**src/rtl/core/bmcpt_pkg.sv**
```systemverilog
// Shared types and constants of the bounded minimum-cost path tracer.
`default_nettype none
package bmcpt_pkg;

  localparam int ROW_W    = 10;
  localparam int COST_W   = 16;
  localparam int MAX_ROWS = 1024;
  localparam int WIN_W    = ROW_W + 2;

  localparam logic [COST_W-1:0] COST_ONES  = {COST_W{1'b1}};
  localparam logic [ROW_W:0]    ROW_LIMIT  = (ROW_W + 1)'(MAX_ROWS);

  typedef struct packed {
    logic [COST_W-1:0] cost;
    logic [ROW_W-1:0]  row;
    logic [ROW_W-1:0]  col_upper;
    logic [ROW_W-1:0]  col_lower;
    logic [ROW_W-1:0]  col_delta;
    logic              first_column;
    logic              end_of_column;
    logic              final_column;
  } sample_t;

  typedef struct packed {
    logic [ROW_W-1:0] path_row;
    logic             path_done;
  } result_t;

  typedef struct packed {
    sample_t smp;
    logic    usable;
  } cls_t;

endpackage
`default_nettype wire

```
**src/rtl/core/bmcpt_if.sv**
```systemverilog
// Request channel interfaces for samples and path points.
`default_nettype none
interface bmcpt_sample_if;
  import bmcpt_pkg::*;
  logic    valid;
  logic    ready;
  sample_t data;
  modport source (output valid, output data, input ready);
  modport sink (input valid, input data, output ready);
  modport mon (input valid, input data, input ready);
endinterface

interface bmcpt_result_if;
  import bmcpt_pkg::*;
  logic    valid;
  logic    ready;
  result_t data;
  modport source (output valid, output data, input ready);
  modport sink (input valid, input data, output ready);
  modport mon (input valid, input data, input ready);
endinterface
`default_nettype wire

```
**src/rtl/core/bmcpt_front.sv**
```systemverilog
// Front end: holds the cost ceiling and classifies each incoming sample.
`default_nettype none
module bmcpt_front (
  input  wire logic                     clk,
  input  wire logic                     rst,
  bmcpt_sample_if.sink                  sample,
  input  wire logic                     cfg_we,
  input  wire logic [bmcpt_pkg::COST_W-1:0] cfg_wdata,
  output logic                          push_valid,
  input  wire logic                     push_ready,
  output bmcpt_pkg::cls_t               push_data
);
  import bmcpt_pkg::*;

  logic [COST_W-1:0] ceiling;

  always_ff @(posedge clk) begin
    if (rst) begin
      ceiling <= COST_ONES;
    end else if (cfg_we) begin
      ceiling <= cfg_wdata;
    end
  end

  assign sample.ready     = push_ready;
  assign push_valid       = sample.valid;
  assign push_data.smp    = sample.data;
  assign push_data.usable = ({1'b0, sample.data.row} < ROW_LIMIT) &&
                            (sample.data.cost <= ceiling);

endmodule
`default_nettype wire

```
**src/rtl/core/bmcpt_queue.sv**
```systemverilog
// Two-entry queue between the front end and the tracker.
`default_nettype none
module bmcpt_queue (
  input  wire logic            clk,
  input  wire logic            rst,
  input  wire logic            push_valid,
  output logic                 push_ready,
  input  wire bmcpt_pkg::cls_t push_data,
  output logic                 pop_valid,
  input  wire logic            pop_ready,
  output bmcpt_pkg::cls_t      pop_data
);
  import bmcpt_pkg::*;

  cls_t       mem [2];
  logic       wr_ptr;
  logic       rd_ptr;
  logic [1:0] count;
  logic       do_push;
  logic       do_pop;

  assign push_ready = (count != 2'd2);
  assign pop_valid  = (count != 2'd0);
  assign pop_data   = mem[rd_ptr];
  assign do_push    = push_valid && push_ready;
  assign do_pop     = pop_valid && pop_ready;

  always_ff @(posedge clk) begin
    if (do_push) begin
      mem[wr_ptr] <= push_data;
    end
  end

  always_ff @(posedge clk) begin
    if (rst) begin
      wr_ptr <= 1'b0;
      rd_ptr <= 1'b0;
      count  <= 2'd0;
    end else begin
      if (do_push) begin
        wr_ptr <= ~wr_ptr;
      end
      if (do_pop) begin
        rd_ptr <= ~rd_ptr;
      end
      count <= count + 2'(do_push) - 2'(do_pop);
    end
  end

endmodule
`default_nettype wire

```
**src/rtl/core/bmcpt_back.sv**
```systemverilog
// Tracker: window test, best-row tracking and column decision with output register.
`default_nettype none
module bmcpt_back (
  input  wire logic            clk,
  input  wire logic            rst,
  input  wire logic            pop_valid,
  output logic                 pop_ready,
  input  wire bmcpt_pkg::cls_t pop_data,
  bmcpt_result_if.source       result
);
  import bmcpt_pkg::*;

  logic [ROW_W-1:0]  prev_point;
  logic [COST_W-1:0] best_cost;
  logic [ROW_W-1:0]  best_row;
  logic              found_any;
  logic              out_valid;
  result_t           out_data;

  sample_t                  s;
  logic                     out_free;
  logic                     step;
  logic signed [WIN_W-1:0]  prev_s;
  logic signed [WIN_W-1:0]  delta_s;
  logic signed [WIN_W-1:0]  upper_s;
  logic signed [WIN_W-1:0]  lower_s;
  logic signed [WIN_W-1:0]  row_s;
  logic signed [WIN_W-1:0]  lo_raw;
  logic signed [WIN_W-1:0]  hi_raw;
  logic signed [WIN_W-1:0]  wbeg;
  logic signed [WIN_W-1:0]  wend;
  logic                     take;
  logic                     found_next;
  logic [ROW_W-1:0]         best_row_next;
  logic                     miss;
  logic [ROW_W:0]           mid_sum;
  logic [ROW_W-1:0]         chosen;

  assign s        = pop_data.smp;
  assign out_free = !out_valid || result.ready;
  assign pop_ready = !s.end_of_column || out_free;
  assign step     = pop_valid && pop_ready;

  assign prev_s  = $signed({2'b00, prev_point});
  assign delta_s = $signed({2'b00, s.col_delta});
  assign upper_s = $signed({2'b00, s.col_upper});
  assign lower_s = $signed({2'b00, s.col_lower});
  assign row_s   = $signed({2'b00, s.row});
  assign lo_raw  = prev_s - delta_s;
  assign hi_raw  = prev_s + delta_s;

  always_comb begin
    if (s.first_column) begin
      wbeg = upper_s;
      wend = lower_s;
    end else begin
      wbeg = (lo_raw < upper_s) ? upper_s : lo_raw;
      wend = (hi_raw > lower_s) ? lower_s : hi_raw;
    end
  end

  assign take = (row_s >= wbeg) && (row_s <= wend) && pop_data.usable &&
                (!found_any || (s.cost <= best_cost));
  assign found_next    = found_any || take;
  assign best_row_next = take ? s.row : best_row;
  assign miss          = !s.first_column && ((wbeg > lower_s) || (wend < upper_s));
  assign mid_sum       = {1'b0, s.col_upper} + {1'b0, s.col_lower};

  always_comb begin
    if (miss) begin
      chosen = (wbeg > lower_s) ? s.col_lower : s.col_upper;
    end else if (found_next) begin
      chosen = best_row_next;
    end else begin
      chosen = mid_sum[ROW_W:1];
    end
  end

  always_ff @(posedge clk) begin
    if (rst) begin
      prev_point <= '0;
      best_cost  <= COST_ONES;
      best_row   <= '0;
      found_any  <= 1'b0;
      out_valid  <= 1'b0;
    end else begin
      if (result.ready) begin
        out_valid <= 1'b0;
      end
      if (step) begin
        if (s.end_of_column) begin
          prev_point <= chosen;
          best_cost  <= COST_ONES;
          best_row   <= '0;
          found_any  <= 1'b0;
          out_valid  <= 1'b1;
        end else if (take) begin
          best_cost <= s.cost;
          best_row  <= s.row;
          found_any <= 1'b1;
        end
      end
    end
  end

  always_ff @(posedge clk) begin
    if (step && s.end_of_column) begin
      out_data.path_row  <= chosen;
      out_data.path_done <= s.final_column;
    end
  end

  assign result.valid = out_valid;
  assign result.data  = out_data;

endmodule
`default_nettype wire

```
**src/rtl/core/bounded_min_cost_path_trace_top.sv**
```systemverilog
// Top level of the bounded minimum-cost path tracer.
//
//   Channel   Dir   Payload                                   Handshake
//   sample    in    cost, row, bounds, delta, column flags    valid/ready
//   result    out   path_row, path_done                       valid/ready
//   cfg       in    cost_ceiling                              cfg_we, no stall
//
// One sample is taken per cycle while sample.ready is high; a result
// leaves through the two-entry queue and then the tracker's output register
// after its end-of-column sample. Reset is synchronous and restores the ceiling
// to all ones and the previous point to row zero. A stalled result only
// blocks the tracker on the next end-of-column sample; the queue then fills
// and sample.ready drops.
`default_nettype none
module bounded_min_cost_path_trace_top (
  input  wire logic                         clk,
  input  wire logic                         rst,
  bmcpt_sample_if.sink                      sample,
  bmcpt_result_if.source                    result,
  input  wire logic                         cfg_we,
  input  wire logic [bmcpt_pkg::COST_W-1:0] cfg_wdata
);
  import bmcpt_pkg::*;

  logic push_valid;
  logic push_ready;
  cls_t push_data;
  logic pop_valid;
  logic pop_ready;
  cls_t pop_data;

  bmcpt_front u_front (
    .clk        (clk),
    .rst        (rst),
    .sample     (sample),
    .cfg_we     (cfg_we),
    .cfg_wdata  (cfg_wdata),
    .push_valid (push_valid),
    .push_ready (push_ready),
    .push_data  (push_data)
  );

  bmcpt_queue u_queue (
    .clk        (clk),
    .rst        (rst),
    .push_valid (push_valid),
    .push_ready (push_ready),
    .push_data  (push_data),
    .pop_valid  (pop_valid),
    .pop_ready  (pop_ready),
    .pop_data   (pop_data)
  );

  bmcpt_back u_back (
    .clk       (clk),
    .rst       (rst),
    .pop_valid (pop_valid),
    .pop_ready (pop_ready),
    .pop_data  (pop_data),
    .result    (result)
  );

endmodule
`default_nettype wire

```
**src/flat_wrapper.sv**
```systemverilog
// flat-port wrapper written by rule: the top's interface ports become plain ports
module bounded_min_cost_path_trace_top_flat import bmcpt_pkg::*;
  (clk, rst, cfg_we, cfg_wdata, sample_valid, sample_data, sample_ready, result_valid, result_data, result_ready);
  bmcpt_sample_if sample_i ();
  bmcpt_result_if result_i ();
  input  wire logic clk;
  input  wire logic rst;
  input  wire logic cfg_we;
  input  wire logic [bmcpt_pkg::COST_W-1:0] cfg_wdata;
  input wire logic [$bits(sample_i.valid)-1:0] sample_valid;
  input wire logic [$bits(sample_i.data)-1:0] sample_data;
  output wire logic [$bits(sample_i.ready)-1:0] sample_ready;
  output wire logic [$bits(result_i.valid)-1:0] result_valid;
  output wire logic [$bits(result_i.data)-1:0] result_data;
  input wire logic [$bits(result_i.ready)-1:0] result_ready;
  assign sample_i.valid = sample_valid;
  assign sample_i.data = sample_data;
  assign sample_ready = sample_i.ready;
  assign result_valid = result_i.valid;
  assign result_data = result_i.data;
  assign result_i.ready = result_ready;
  bounded_min_cost_path_trace_top u_core (.clk(clk), .rst(rst), .sample(sample_i), .result(result_i), .cfg_we(cfg_we), .cfg_wdata(cfg_wdata));
endmodule
```
**config.mk**
```make
export PLATFORM = sky130hd
export DESIGN_NAME = bounded_min_cost_path_trace_top_flat
export DESIGN_NICKNAME = d
export VERILOG_FILES = /design/src/rtl/core/bmcpt_pkg.sv /design/src/rtl/core/bmcpt_if.sv /design/src/rtl/core/bmcpt_front.sv /design/src/rtl/core/bmcpt_queue.sv /design/src/rtl/core/bmcpt_back.sv /design/src/rtl/core/bounded_min_cost_path_trace_top.sv /design/src/flat_wrapper.sv
export SDC_FILE = /design/constraint.sdc
export NUM_CORES = 1
export LEC_CHECK = 0
export BUFFER_PORTS_ARGS = -buffer_cell sky130_fd_sc_hd__buf_2
export CAP_MARGIN = 20
export CORE_ASPECT_RATIO = 1.4
export CORE_MARGIN = 5
export CORE_UTILIZATION = 61
export CTS_CLUSTER_SIZE = 8
export DETAILED_ROUTE_END_ITERATION = 10
export GPL_ROUTABILITY_DRIVEN = 0
export PLACE_DENSITY_LB_ADDON = 0.3
export SLEW_MARGIN = 25
export SYNTH_ARGS = -nofsm -noshare
export SYNTH_HDL_FRONTEND = slang
export SYNTH_SLANG_ARGS = --single-unit
export TNS_END_PERCENT = 1
```
**constraint.sdc**
```tcl
create_clock -name clk -period 9.1 [get_ports clk]
set_clock_uncertainty 0.2 [all_clocks]
set_input_delay 0.91 -clock clk [delete_from_list [all_inputs] [get_ports clk]]
set_output_delay 0.91 -clock clk [all_outputs]
set_load 0.03 [all_outputs]
```
### Word level (Yosys, flattened, before mapping)

Memories as Yosys holds them, arrays and structs flattened. A register that Yosys moved wholly into a read port is not among the register bits.
Cells that the tools add are included.

* RAM bits: 120
* output and inout bits: 13
* logic and storage cells: 68
* memories: 1
* register bits: 69

Memories
* u_core.u_queue.mem: depth 2, bits a word 60, rd ports 1, clocked after Yosys merged registers in 1, wr ports 1, RTL line bmcpt_queue.sv:15 `cls_t mem [2];`

* reduce and logical (&&, ||, !) cells: 20
* multiplexer cells: 20
* add/subtract/negate cells: 5
* magnitude comparators: 8
* bitwise gates (word level): 2
* eq/ne operators: 1

Operators by type and width (number)
* $mux W10: 5
* $le A16 B16 Y1: 2
* $mux W16: 2
* $mux W12: 2
* $add A10 B10 Y11: 2
* $mux W11: 2
* $ge A11 B12 Y1: 1
* $gt A12 B11 Y1: 1
* $le A11 B12 Y1: 1
* $lt A12 B11 Y1: 1
* $gt A11 B10 Y1: 1
* $lt A11 B11 Y1: 1
* $sub A10 B10 Y11: 1
* $mux W1: 9
* $logic_and A1 B1 Y1: 7
* $logic_or A1 B1 Y1: 5
* $logic_not A1 Y1: 4
* $reduce_and A2 Y1: 2
* $reduce_bool A2 Y1: 2
* $add A2 B1 Y2: 1
* $ne A2 B2 Y1 const B: 1
* $not A1 Y1: 2
* $sub A2 B1 Y2: 1

### Longest topological paths before layout

Gate-level depths: netlist (run 1).

* depth in word-level cells: 11
* depth in mapped cells: 38
* mapped depth without buffers: 30

### By module

Synthesis (run 1) repeated with hierarchy kept, for this count alone.

* cells, all modules: 1085
* area, all modules: 12012.8 µm²

By module, submodules not included
* bmcpt_back: instances 1, area each 5754.3 µm², seq. area each 1091.0 µm², cells each 704
* bmcpt_queue: instances 1, area each 4868.4 µm², seq. area each 3703.6 µm², cells each 211
* bmcpt_front: instances 1, area each 1390.1 µm², seq. area each 320.3 µm², cells each 170

### Worst setup path before layout (run 1)

Ideal clock, no wire load.

* path kind: register -> register
* start: register with a tool-made name
* end: register u_core.u_back.out_data (netlist bit u_core.u_back.result.data[6]), data pin
* clock period less this slack: 8.051 ns
* data required time: 8.619 ns
* arrival: 7.570 ns
* stages on the path, launching flop included: 37
* library setup time: 0.281 ns
* slack: 1.049 ns
* buffers on the path: 7
* cell sequence: dfxtp_1 > buf_2 > buf_1 > buf_2 > clkbuf_1 > buf_2 > mux2i_1 > ha_1 > nor2b_1 > o21ai_0 > a21oi_1 > o21ai_0 > a21boi_0 > o21ai_0 > a2111oi_0 > a311oi_1 > ha_1 > o211ai_1 > a21oi_1 > a2111oi_0 > ha_1 > nor2_1 > clkbuf_1 > nand2_1 > o21ai_0 > inv_1 > ha_1 > nor2b_1 > o21ai_0 > a31oi_1 > o21ai_0 > o311a_1 > and2_1 > clkbuf_1 > a222oi_1 > and2_1 > a221oi_1

RTL lines
* end: declaration: RTL line bmcpt_back.sv:18 `result_t out_data;`

==> results.yml, run 1 <==
routing:
  ant_nets: 0
  firstDrtPassIters: 6
  wirelength_um: 26180
  vias_per_cell: 5.987
  vias: 8022
  drc_errors: 0
  wl_per_cell_um: 19.54
  initialDrtViolationCount: 499
sta:
  timing.fmax_mhz: 119.6
  drv_slew: 0
  fin_tns_setup_ns: 0
  setup_viol: 0
  slew_headroom_pct: 37.07
  post-route-min-period_ns: 8.359
  finalCritPeriodShare_pct: 91.85
  tightest_slew_ns: 0.9178
  rsz0062_at_grt: "false"
  hold_viol: 0
critical_path:
  end_kind: "flip-flop"
  critPathKind: "reg -> reg"
  cp-start-kind: "flip-flop"
  required_ns: 9.21
  crit_path_end: "u_core.u_back.best_cost[2]$_SDFFE_PP1P_"
  cp_max_fo: 29
  r2r-end: "u_core.u_back.best_cost[2]$_SDFFE_PP1P_"
  r2r_slack_ns: 0.74
  max_stage_delay_ns: 0.67
  worstPathArrival_ns: 8.47
  crit_slowest_cell: "nor2_1"
  crit_top_cell: "o21ai_0"
  reg2reg_depth: 29
die:
  core_um2: 17400
  die_h_um: 167.3
  fp.dieW_um: 122.4
  rows: 57
  pin_count: 93
  design.die.area_um2: 20470
  initial_core_util_pct: 61.96
placed_design:
  port-buffer-count: 92
  dpl.hpwl_um: 19770
  placedCellCount: 1308
cts:
  cts.path.max_buffers: 2
  insertion_delay_ns: 0.45
  clockRootBuffer: "clkbuf_16"
  htree_levels: 4
  path_clk_slew_ns: 0.07
  hold_buffers: 0
  cts_resized: 0
  numCtsBuffers: 17
  cts_tree: "done"
  numClockSinks: 190
  cts_setup_buffers: 0
global_route:
  grt_overflow: 0
  grt.total_usage_pct: 26.47
  antenna_found_initial: 0
  grt_max_degree: 43
  grt_pass1_wl_um: 41880
  grt_use_met1_pct: 28.27
  gr-usage-met2_pct: 46.94
  gr-usage-met3_pct: 5.061
  busiest_layer: "met2"
  grt_pass1_vias: 8272
logic_synthesis:
  ys_types: 66
  ys_seq_elements: 190
  synth_flop_cell: "edfxtp_1"
  yosys_warnings: 0
  synth_top_area_cell: "edfxtp_1"
  synth_top_area_share_pct: 36.49
  synth_edf_count: 131
  synth_nets: 1199
  synthTopCellsByArea: "edfxtp_1, ha_1, dfxtp_1"
  synthArstFlopShare_pct: 0
  synthCells: 994
  syn_area_um2: 10780
  ys_seq_area_share_pct: 47.44
  synth_area_per_cell_um2: 10.85
finish:
  synthToLayoutAreaGrowth_pct: 12.30
  layoutNonFillerInstCount: 1340
  finalNetCount: 1296
  multiInputGateArea_um2: 5156
  utilization_pct: 69.58
  drive_gt1_share_pct: 16.21
  antenna_cells: 0
  nFillCells: 1335
  register_area_um2: 5119
run:
  cap_viol_max_count: 0
power:
  switching_share_pct: 45.28
  power.switching_w: 0.002217
  internal-power_w: 0.002680
  seqPwrFrac_pct: 24.8
  ir_drop_mv: 0.2008
  pwr-share-clk_pct: 14.8
  power_frac_comb_pct: 60.4
  p_leak_nw: 5.317
  power_density_nw_per_um2: 404.5
  p_total_w: 0.004897
status:
  status: "finished, final reports clean"
hold_path:
  hp-class: "reg -> reg"
## kinds of logic (layout without fill, tap and decap cells)
group	Yosys count	after routing	share of synthesized area (%)
AO/OA/AOI/OAI	240	240	15.09
XOR/XNOR	24	24	1.950
multiplexers	70	70	6.905
buffers and inverters	137	247	4.816
flip-flops	190	190	47.44
adder cells (fa/ha/maj)	125	125	14.72
AND/OR/NAND/NOR	208	208	9.087
## metal layers
metal,wire [um],share of wire (%),up-vias
met4,1773,6.8,0
li1,-,-,3824
met5,0,0,-
met1,9244,35,3756
met3,1611,6.2,109
met2,13560,52,333
## layout by cell type, fill, tap and decap left out, types with 4 or more instances in the layout
master and instances:
a22oi_1 12, edfxtp_1 131, and2_1 7, clkbuf_16 18, inv_1 109, o22ai_1 22
xor2_1 6, nand2_1 69, o21bai_1 6, o211ai_1 19, inv_6 4, xnor2_1 18
nor2b_1 13, a222oi_1 4, o21ai_0 44, ha_1 122, and3_1 5, buf_2 92
mux2_2 31, nand4_1 8, a31oi_1 6, mux2i_1 38, nor2_1 54, nand3_1 12
a21o_1 18, o221ai_1 4, clkinv_2 4, or2_2 5, dfxtp_1 58, nand2b_1 13
nor3_1 8, o21a_1 14, buf_4 13, a21oi_1 51
## power by group through the flow
stage	clock network (W)	registers [W]	logic [W]
2_1_floorplan	0	0.00125	0.00207
3_3_place_gp	0	0.00123	0.00278
3_5_place_dp	0	0.00123	0.00286
4_1_cts	0.000731	0.00122	0.00289
5_1_grt	0.000772	0.00123	0.00324
6_report	0.000724	0.00121	0.00296
## cell usage after synthesis, types with 19 or more instances
| cell | count |
|---|---|
| o21ai_0 | 44 |
| o22ai_1 | 22 |
| inv_1 | 109 |
| dfxtp_1 | 59 |
| nand2_1 | 69 |
| ha_1 | 122 |
| o211ai_1 | 19 |
| nor2_1 | 55 |
| a21oi_1 | 51 |
| edfxtp_1 | 131 |
| mux2i_1 | 38 |
| mux2_2 | 31 |
| clkbuf_1 | 20 |
## state kept, by name, indices dropped and copies added (netlist names), named ones only
register and count:
u_core.u_back.best_cost 16, u_core.u_back.found_any 1, u_core.u_back.prev_point 10, u_core.u_front.ceiling 16, u_core.u_queue.count 2, u_core.u_back.result.valid 1, u_core.u_queue.rd_ptr 1, u_core.u_back.result.data 11
u_core.u_back.best_row 10, u_core.u_queue.mem 120, u_core.u_queue.wr_ptr 1
## through the flow
step           area (um^2)  hold WS (ns)  setup slack, ns
3_5_place_dp         11540        0.2710            1.089
4_1_cts              12110        0.2853           0.8905
6_report             12110        0.2838           0.7413
3_3_place_gp         11540        0.2607            1.204
5_1_grt              12110        0.3130           0.2473
2_1_floorplan        10780        0.2458            1.049
## worst min-delay path by stage
stage / startpoint / to / slack [ns] / cells past startpoint
after detailed placement: u_core.u_back.best_row[0]$_SDFFE_PP0P_ / u_core.u_back.best_row[0]$_SDFFE_PP0P_ / 0.27 / 2
after global placement: u_core.u_front.ceiling[0]$_SDFFE_PP1P_ / u_core.u_front.ceiling[0]$_SDFFE_PP1P_ / 0.26 / 2
final: u_core.u_back.best_row[0]$_SDFFE_PP0P_ / u_core.u_back.best_row[0]$_SDFFE_PP0P_ / 0.28 / 2
after global routing: u_core.u_front.ceiling[8]$_SDFFE_PP1P_ / u_core.u_front.ceiling[8]$_SDFFE_PP1P_ / 0.31 / 2
after floorplan: u_core.u_front.ceiling[0]$_SDFFE_PP1P_ / u_core.u_front.ceiling[0]$_SDFFE_PP1P_ / 0.25 / 2
after CTS: u_core.u_back.best_row[0]$_SDFFE_PP0P_ / u_core.u_back.best_row[0]$_SDFFE_PP0P_ / 0.29 / 2
## critical path: cells and delay by family (launching register included)
family / cells / cell delay [ns]
buf+inv: 1 / 0.09
compound gates: 16 / 3.71
flops: 1 / 0.64
mux: 1 / 0.40
fa+ha+maj: 4 / 1.27
simple gates: 7 / 1.88
## layout make-up
type | instances | area share (%)
clock buffer | 20 | 3.782
clock inverter | 12 | 0.8990
inverter | 110 | 3.410
multi-input combinational | 667 | 42.59
sequential | 190 | 42.28
tap | 236 | 2.439
timing repair buffer | 105 | 4.609
No activity file was read; power rests on OpenSTA's default activity.
==> run 2, diff against run 1 <==
- CORE_UTILIZATION: 61 -> 65
- clock period: 9.1 -> 10.2 ns (I/O delays scaled with it)
==> run 2 against run 1 <==
  * Routed wire length about the same
  * Final cell count shrank 3.0%
  * Core utilization is 4.5 points higher
  * Critical path depth shrank 2
  * Clock power down 11%
  * Combinational power decreased by 11%
  * First-iteration DRC count rose by 44%
  * Critical endpoint is now u_core.u_back.result.data[2]$_DFFE_PP_
==> results.yml, run 2 (same netlist as run 1, synthesis figures left out) <==
status:
  status: "finished, final reports clean"
cts:
  cts.path.max_buffers: 2
  cts_tree: "done"
  cts_setup_buffers: 0
  path_clk_slew_ns: 0.07
  insertion_delay_ns: 0.43
  clockRootBuffer: "clkbuf_16"
  cts_resized: 0
  hold_buffers: 0
  htree_levels: 4
  numCtsBuffers: 17
  numClockSinks: 190
sta:
  rsz0062_at_grt: "false"
  hold_viol: 0
  fin_tns_setup_ns: 0
  setup_viol: 0
  finalCritPeriodShare_pct: 83.36
  drv_slew: 0
  timing.fmax_mhz: 117.6
  slew_headroom_pct: 36.75
  post-route-min-period_ns: 8.503
  tightest_slew_ns: 0.9487
  worst_slack_ns: 1.697
finish:
  largest_reg_flops: 120
  final_cell_mix: "edfxtp_1, ha_1, inv_1"
  final_common_cell: "edfxtp_1"
  regMostFlops: "u_core.u_queue.mem"
  largestRegisters: "u_core.u_queue.mem x120, u_core.u_back.best_cost x16, u_core.u_front.ceiling x16"
  design_area_um2: 12040
  layoutNonFillerInstCount: 1300
  utilization_pct: 74.12
  finalNetCount: 1292
  register_area_um2: 5119
  drive_gt1_share_pct: 15.73
  synthToLayoutAreaGrowth_pct: 11.65
  multiInputGateArea_um2: 5160
  nFillCells: 1126
die:
  initial_core_util_pct: 66.39
  rows: 55
  design.die.area_um2: 19300
  fp.dieW_um: 118.9
  core_um2: 16240
  die_h_um: 162.4
  pin_count: 93
global_route:
  grt_max_degree: 61
  grt_pass1_wl_um: 41680
  grt.total_usage_pct: 27.59
  antenna_found_initial: 0
  grt_overflow: 0
  grt_pass1_vias: 8460
power:
  power_density_nw_per_um2: 362.8
  seqPwrFrac_pct: 24.9
  p_leak_nw: 5.298
  power.switching_w: 0.001973
  internal-power_w: 0.002395
  ir_drop_mv: 0.1454
  power_frac_comb_pct: 60.3
  pwr-share-clk_pct: 14.8
  switching_share_pct: 45.17
critical_path:
  max_stage_delay_ns: 0.72
  cp_max_fo: 31
  crit_family: "compound AO/OA/AOI/OAI gates"
  cp-start-kind: "flip-flop"
  worstPathArrival_ns: 8.49
  end_kind: "flip-flop"
  crit_buf_inv: 0
  crit_slowest_cell: "nor2_1"
  required_ns: 10.19
  critPathKind: "reg -> reg"
routing:
  initialDrtViolationCount: 717
  vias_per_cell: 6.266
  wirelength_um: 26160
  ant_nets: 0
  drc_errors: 0
  vias: 8146
  wl_per_cell_um: 20.12
  firstDrtPassIters: 7
placed_design:
  dpl.hpwl_um: 19600
  placedCellCount: 1267
  place_area_um2: 11470
  pre_cts_slack_ns: 2.049
  port-buffer-count: 92
hold_path:
  hp-class: "reg -> reg"
run:
  cap_viol_max_count: 0
[run 2: per-layer routing]
layer | vias to the layer above | wire (um) | track usage [%]
li1 | 3826 | - | -
met1 | 3845 | 9211 | 28.66
met2 | 344 | 13580 | 49.96
met3 | 131 | 1493 | 5.316
met4 | 0 | 1878 | 18.92
met5 | - | 0 | 0
[run 2: worst paths after layout]
kind | startpoint | endpoint | slack, ns | cells past startpoint
max | flip-flop | u_core.u_back.result.data[2]$_DFFE_PP_ | 1.70 | 27
min | u_core.u_front.ceiling[3]$_SDFFE_PP1P_ | u_core.u_front.ceiling[3]$_SDFFE_PP1P_ | 0.29 | 2
max reg2reg | flip-flop | u_core.u_back.result.data[2]$_DFFE_PP_ | 1.70 | 27
min reg2reg | u_core.u_front.ceiling[3]$_SDFFE_PP1P_ | u_core.u_front.ceiling[3]$_SDFFE_PP1P_ | 0.29 | 2
[run 2: stage by stage]
step | power, W | hold slack [ns]
CTS | 0.004308 | 0.2891
floorplan | 0.002963 | 0.2458
global placement | 0.003545 | 0.2595
finish | 0.004367 | 0.2853
detailed placement | 0.003624 | 0.2740
global route | 0.004658 | 0.3121
[run 2: power by group through the flow]
stage          clock network (W)  logic [W]  registers [W]
2_1_floorplan                  0    0.00185        0.00111
3_3_place_gp                   0    0.00245        0.00110
3_5_place_dp                   0    0.00252        0.00111
4_1_cts                 0.000653    0.00256        0.00109
5_1_grt                 0.000685    0.00287        0.00110
6_report                0.000646    0.00263        0.00109
[run 2: area by class of cell]
cell class	count	share of cell area, %
clock buffer	19	3.596
multi-input combinational	667	42.86
clock inverter	13	1.112
inverter	110	3.430
antenna	1	0.02079
sequential	190	42.52
tap	199	2.068
timing repair buffer	101	4.386
[run 2: tightest hold or removal path, cell delays in order (launching register included)]
cell and delay, ns:
dfxtp_1 0.30, inv_1 0.06, o211ai_1 0.08
==> run 3, diff against run 2 <==
- ABC_AREA: default -> 1
- CORE_UTILIZATION: 65 -> 61
- clock period: 10.2 -> 8.2 ns (I/O delays scaled with it)
==> run 3 against run 2 <==
  * Synthesized cell count is 22% higher
  * Area after synthesis is 1.8% higher
  * Clock power is 27% higher
==> results.yml, run 3 <==
sta:
  slew_headroom_pct: 31.93
  finalCritPeriodShare_pct: 89.50
  post-route-min-period_ns: 7.339
  setup_viol: 0
  rsz0062_at_grt: "false"
  hold_viol: 0
  tightest_slew_ns: 1.010
  fin_tns_setup_ns: 0
  drv_slew: 0
  timing.fmax_mhz: 136.3
placed_design:
  dpl.hpwl_um: 19840
  port-buffer-count: 92
  place_area_um2: 11670
finish:
  final_common_cell: "nand2_1"
  final_cell_mix: "nand2_1, inv_1, edfxtp_1"
  drive_gt1_share_pct: 14.06
  design_area_um2: 12260
  synthToLayoutAreaGrowth_pct: 11.70
  largest_reg_flops: 120
  nFillCells: 1404
  regMostFlops: "u_core.u_queue.mem"
  largestRegisters: "u_core.u_queue.mem x120, u_core.u_back.best_cost x16, u_core.u_front.ceiling x16"
  finalNetCount: 1508
  antenna_cells: 0
hold_path:
  hp-class: "reg -> reg"
logic_synthesis:
  synth_top_area_share_pct: 35.83
  synth_nets: 1420
  synth_area_per_cell_um2: 9.035
  synth_top_area_cell: "edfxtp_1"
  synthTopCellsByArea: "edfxtp_1, ha_1, dfxtp_1"
  synth_common_cells: "nand2_1, inv_1, edfxtp_1"
  yosys_warnings: 0
  ys_seq_elements: 190
  synth_flop_cell: "edfxtp_1"
  ys_seq_area_share_pct: 46.59
  syn_area_um2: 10980
  synth_edf_count: 131
  synth.most_common_cell: "nand2_1"
  synthCells: 1215
  ys_types: 47
  synthArstFlopShare_pct: 0
critical_path:
  crit_family: "simple AND/OR/NAND/NOR gates"
  max_stage_delay_ns: 0.64
  cp-start-kind: "flip-flop"
  cp_max_fo: 21
  end_kind: "flip-flop"
  crit_top_cell: "o21ai_0"
  critPathKind: "reg -> reg"
  required_ns: 8.19
  crit_buf_inv: 4
  crit_slowest_cell: "nor2_1"
  worstPathArrival_ns: 7.33
die:
  initial_core_util_pct: 61.49
  fp.dieW_um: 123.4
  pin_count: 93
  rows: 58
  design.die.area_um2: 20820
  core_um2: 17850
  die_h_um: 168.7
cts:
  hold_buffers: 0
  numCtsBuffers: 17
  cts_resized: 0
  cts.path.max_buffers: 2
  path_clk_slew_ns: 0.07
  insertion_delay_ns: 0.44
  htree_levels: 4
  cts_tree: "done"
  clockRootBuffer: "clkbuf_16"
  cts_setup_buffers: 0
  numClockSinks: 190
routing:
  wl_per_cell_um: 16.75
  vias_per_cell: 5.589
  drc_errors: 0
  wirelength_um: 26070
  ant_nets: 0
  firstDrtPassIters: 5
  initialDrtViolationCount: 664
  vias: 8697
power:
  ir_drop_mv: 0.2779
  power_density_nw_per_um2: 444.7
  p_total_w: 0.005453
  p_leak_nw: 5.780
global_route:
  grt_max_degree: 61
  grt_overflow: 0
  grt.total_usage_pct: 26.15
  grt_pass1_vias: 8959
  grt_pass1_wl_um: 42100
  antenna_found_initial: 0
status:
  status: "finished, final reports clean"
run:
  cap_viol_max_count: 0
-- run 3: cell count changes after synthesis, sizes merged, moves of 15 or more --
cell / before / now
nand3: 12 / 72
mux2i: 38 / 10
inv: 109 / 154
a21oi: 51 / 86
or2: 5 / 33
o21ai: 45 / 102
nor2: 55 / 36
nand2: 69 / 271
mux2: 32 / 0
xnor2: 18 / 3
o211ai: 19 / 0
-- run 3: worst paths after layout --
check	startpoint	end	slack, ns	depth (start not counted)
setup reg to reg	flip-flop	u_core.u_back.result.data[7]$_DFFE_PP_	0.86	32
hold reg to reg	u_core.u_front.ceiling[3]$_SDFFE_PP1P_	u_core.u_front.ceiling[3]$_SDFFE_PP1P_	0.27	2
setup / recovery	flip-flop	u_core.u_back.result.data[7]$_DFFE_PP_	0.86	32
hold / removal	u_core.u_front.ceiling[3]$_SDFFE_PP1P_	u_core.u_front.ceiling[3]$_SDFFE_PP1P_	0.27	2
-- run 3: final cells by class --
type	count	area, um^2	share of cell area [%]
flip-flops and latches	190	5116	41.72
well taps	240	300.3	2.449
repair buffers	105	558.0	4.551
clock inverters	14	150.1	1.224
multi-input cells	832	5110	41.67
clock buffers	18	439.2	3.581
inverters	157	589.3	4.806
-- run 3: worst reg2reg max path: cells and delay by family, from the launching register on --
kind / cells / cell delay, ns
flops: 1 / 0.48
xor+xnor: 1 / 0.23
simple gates: 13 / 2.89
buf+inv: 4 / 0.53
fa+ha+maj: 4 / 1.10
compound gates: 10 / 1.67
-- run 3: through the flow --
| step | cells | utilization (%) | setup slack (ns) | hold WS, ns |
|---|---|---|---|---|
| final | 1556 | 68.69 | 0.8611 | 0.2666 |
| after global routing | 1556 | 68.69 | 0.07052 | 0.2977 |
| after CTS | 1556 | 68.69 | 0.9913 | 0.2668 |
| after detailed placement | 1524 | 65.39 | 1.025 | 0.2565 |
| after global placement | 1524 | 65.39 | 1.378 | 0.2375 |
| after floorplan | 1215 | - | 1.878 | 0.2265 |
-- run 3: power breakdown --
group	internal [W]	leakage (nW)	total, W	switching (W)
combinational	0.00112	3.79	0.00328	0.00216
clock	0.000438	0.285	0.000819	0.000381
sequential	0.00127	1.70	0.00135	0.0000837
total	0.00283	5.78	0.00545	0.00263
-- run 3: kinds of logic after synthesis --
| family | count (synthesis) | synth area share, % |
|---|---|---|
| xor+xnor | 22 | 1.755 |
| fa+ha+maj | 125 | 14.45 |
| compound gates | 236 | 11.75 |
| buf+inv | 193 | 6.998 |
| flops | 190 | 46.59 |
| mux | 10 | 0.9118 |
| simple gates | 439 | 17.54 |
-- run 3: per-layer routing --
metal | up-vias | track usage (%) | wire [um]
met5 | - | 0 | 0
met4 | 0 | 16.72 | 1589
met3 | 105 | 4.278 | 1233
met2 | 267 | 46.92 | 13620
met1 | 4029 | 27.84 | 9621
li1 | 4296 | - | -
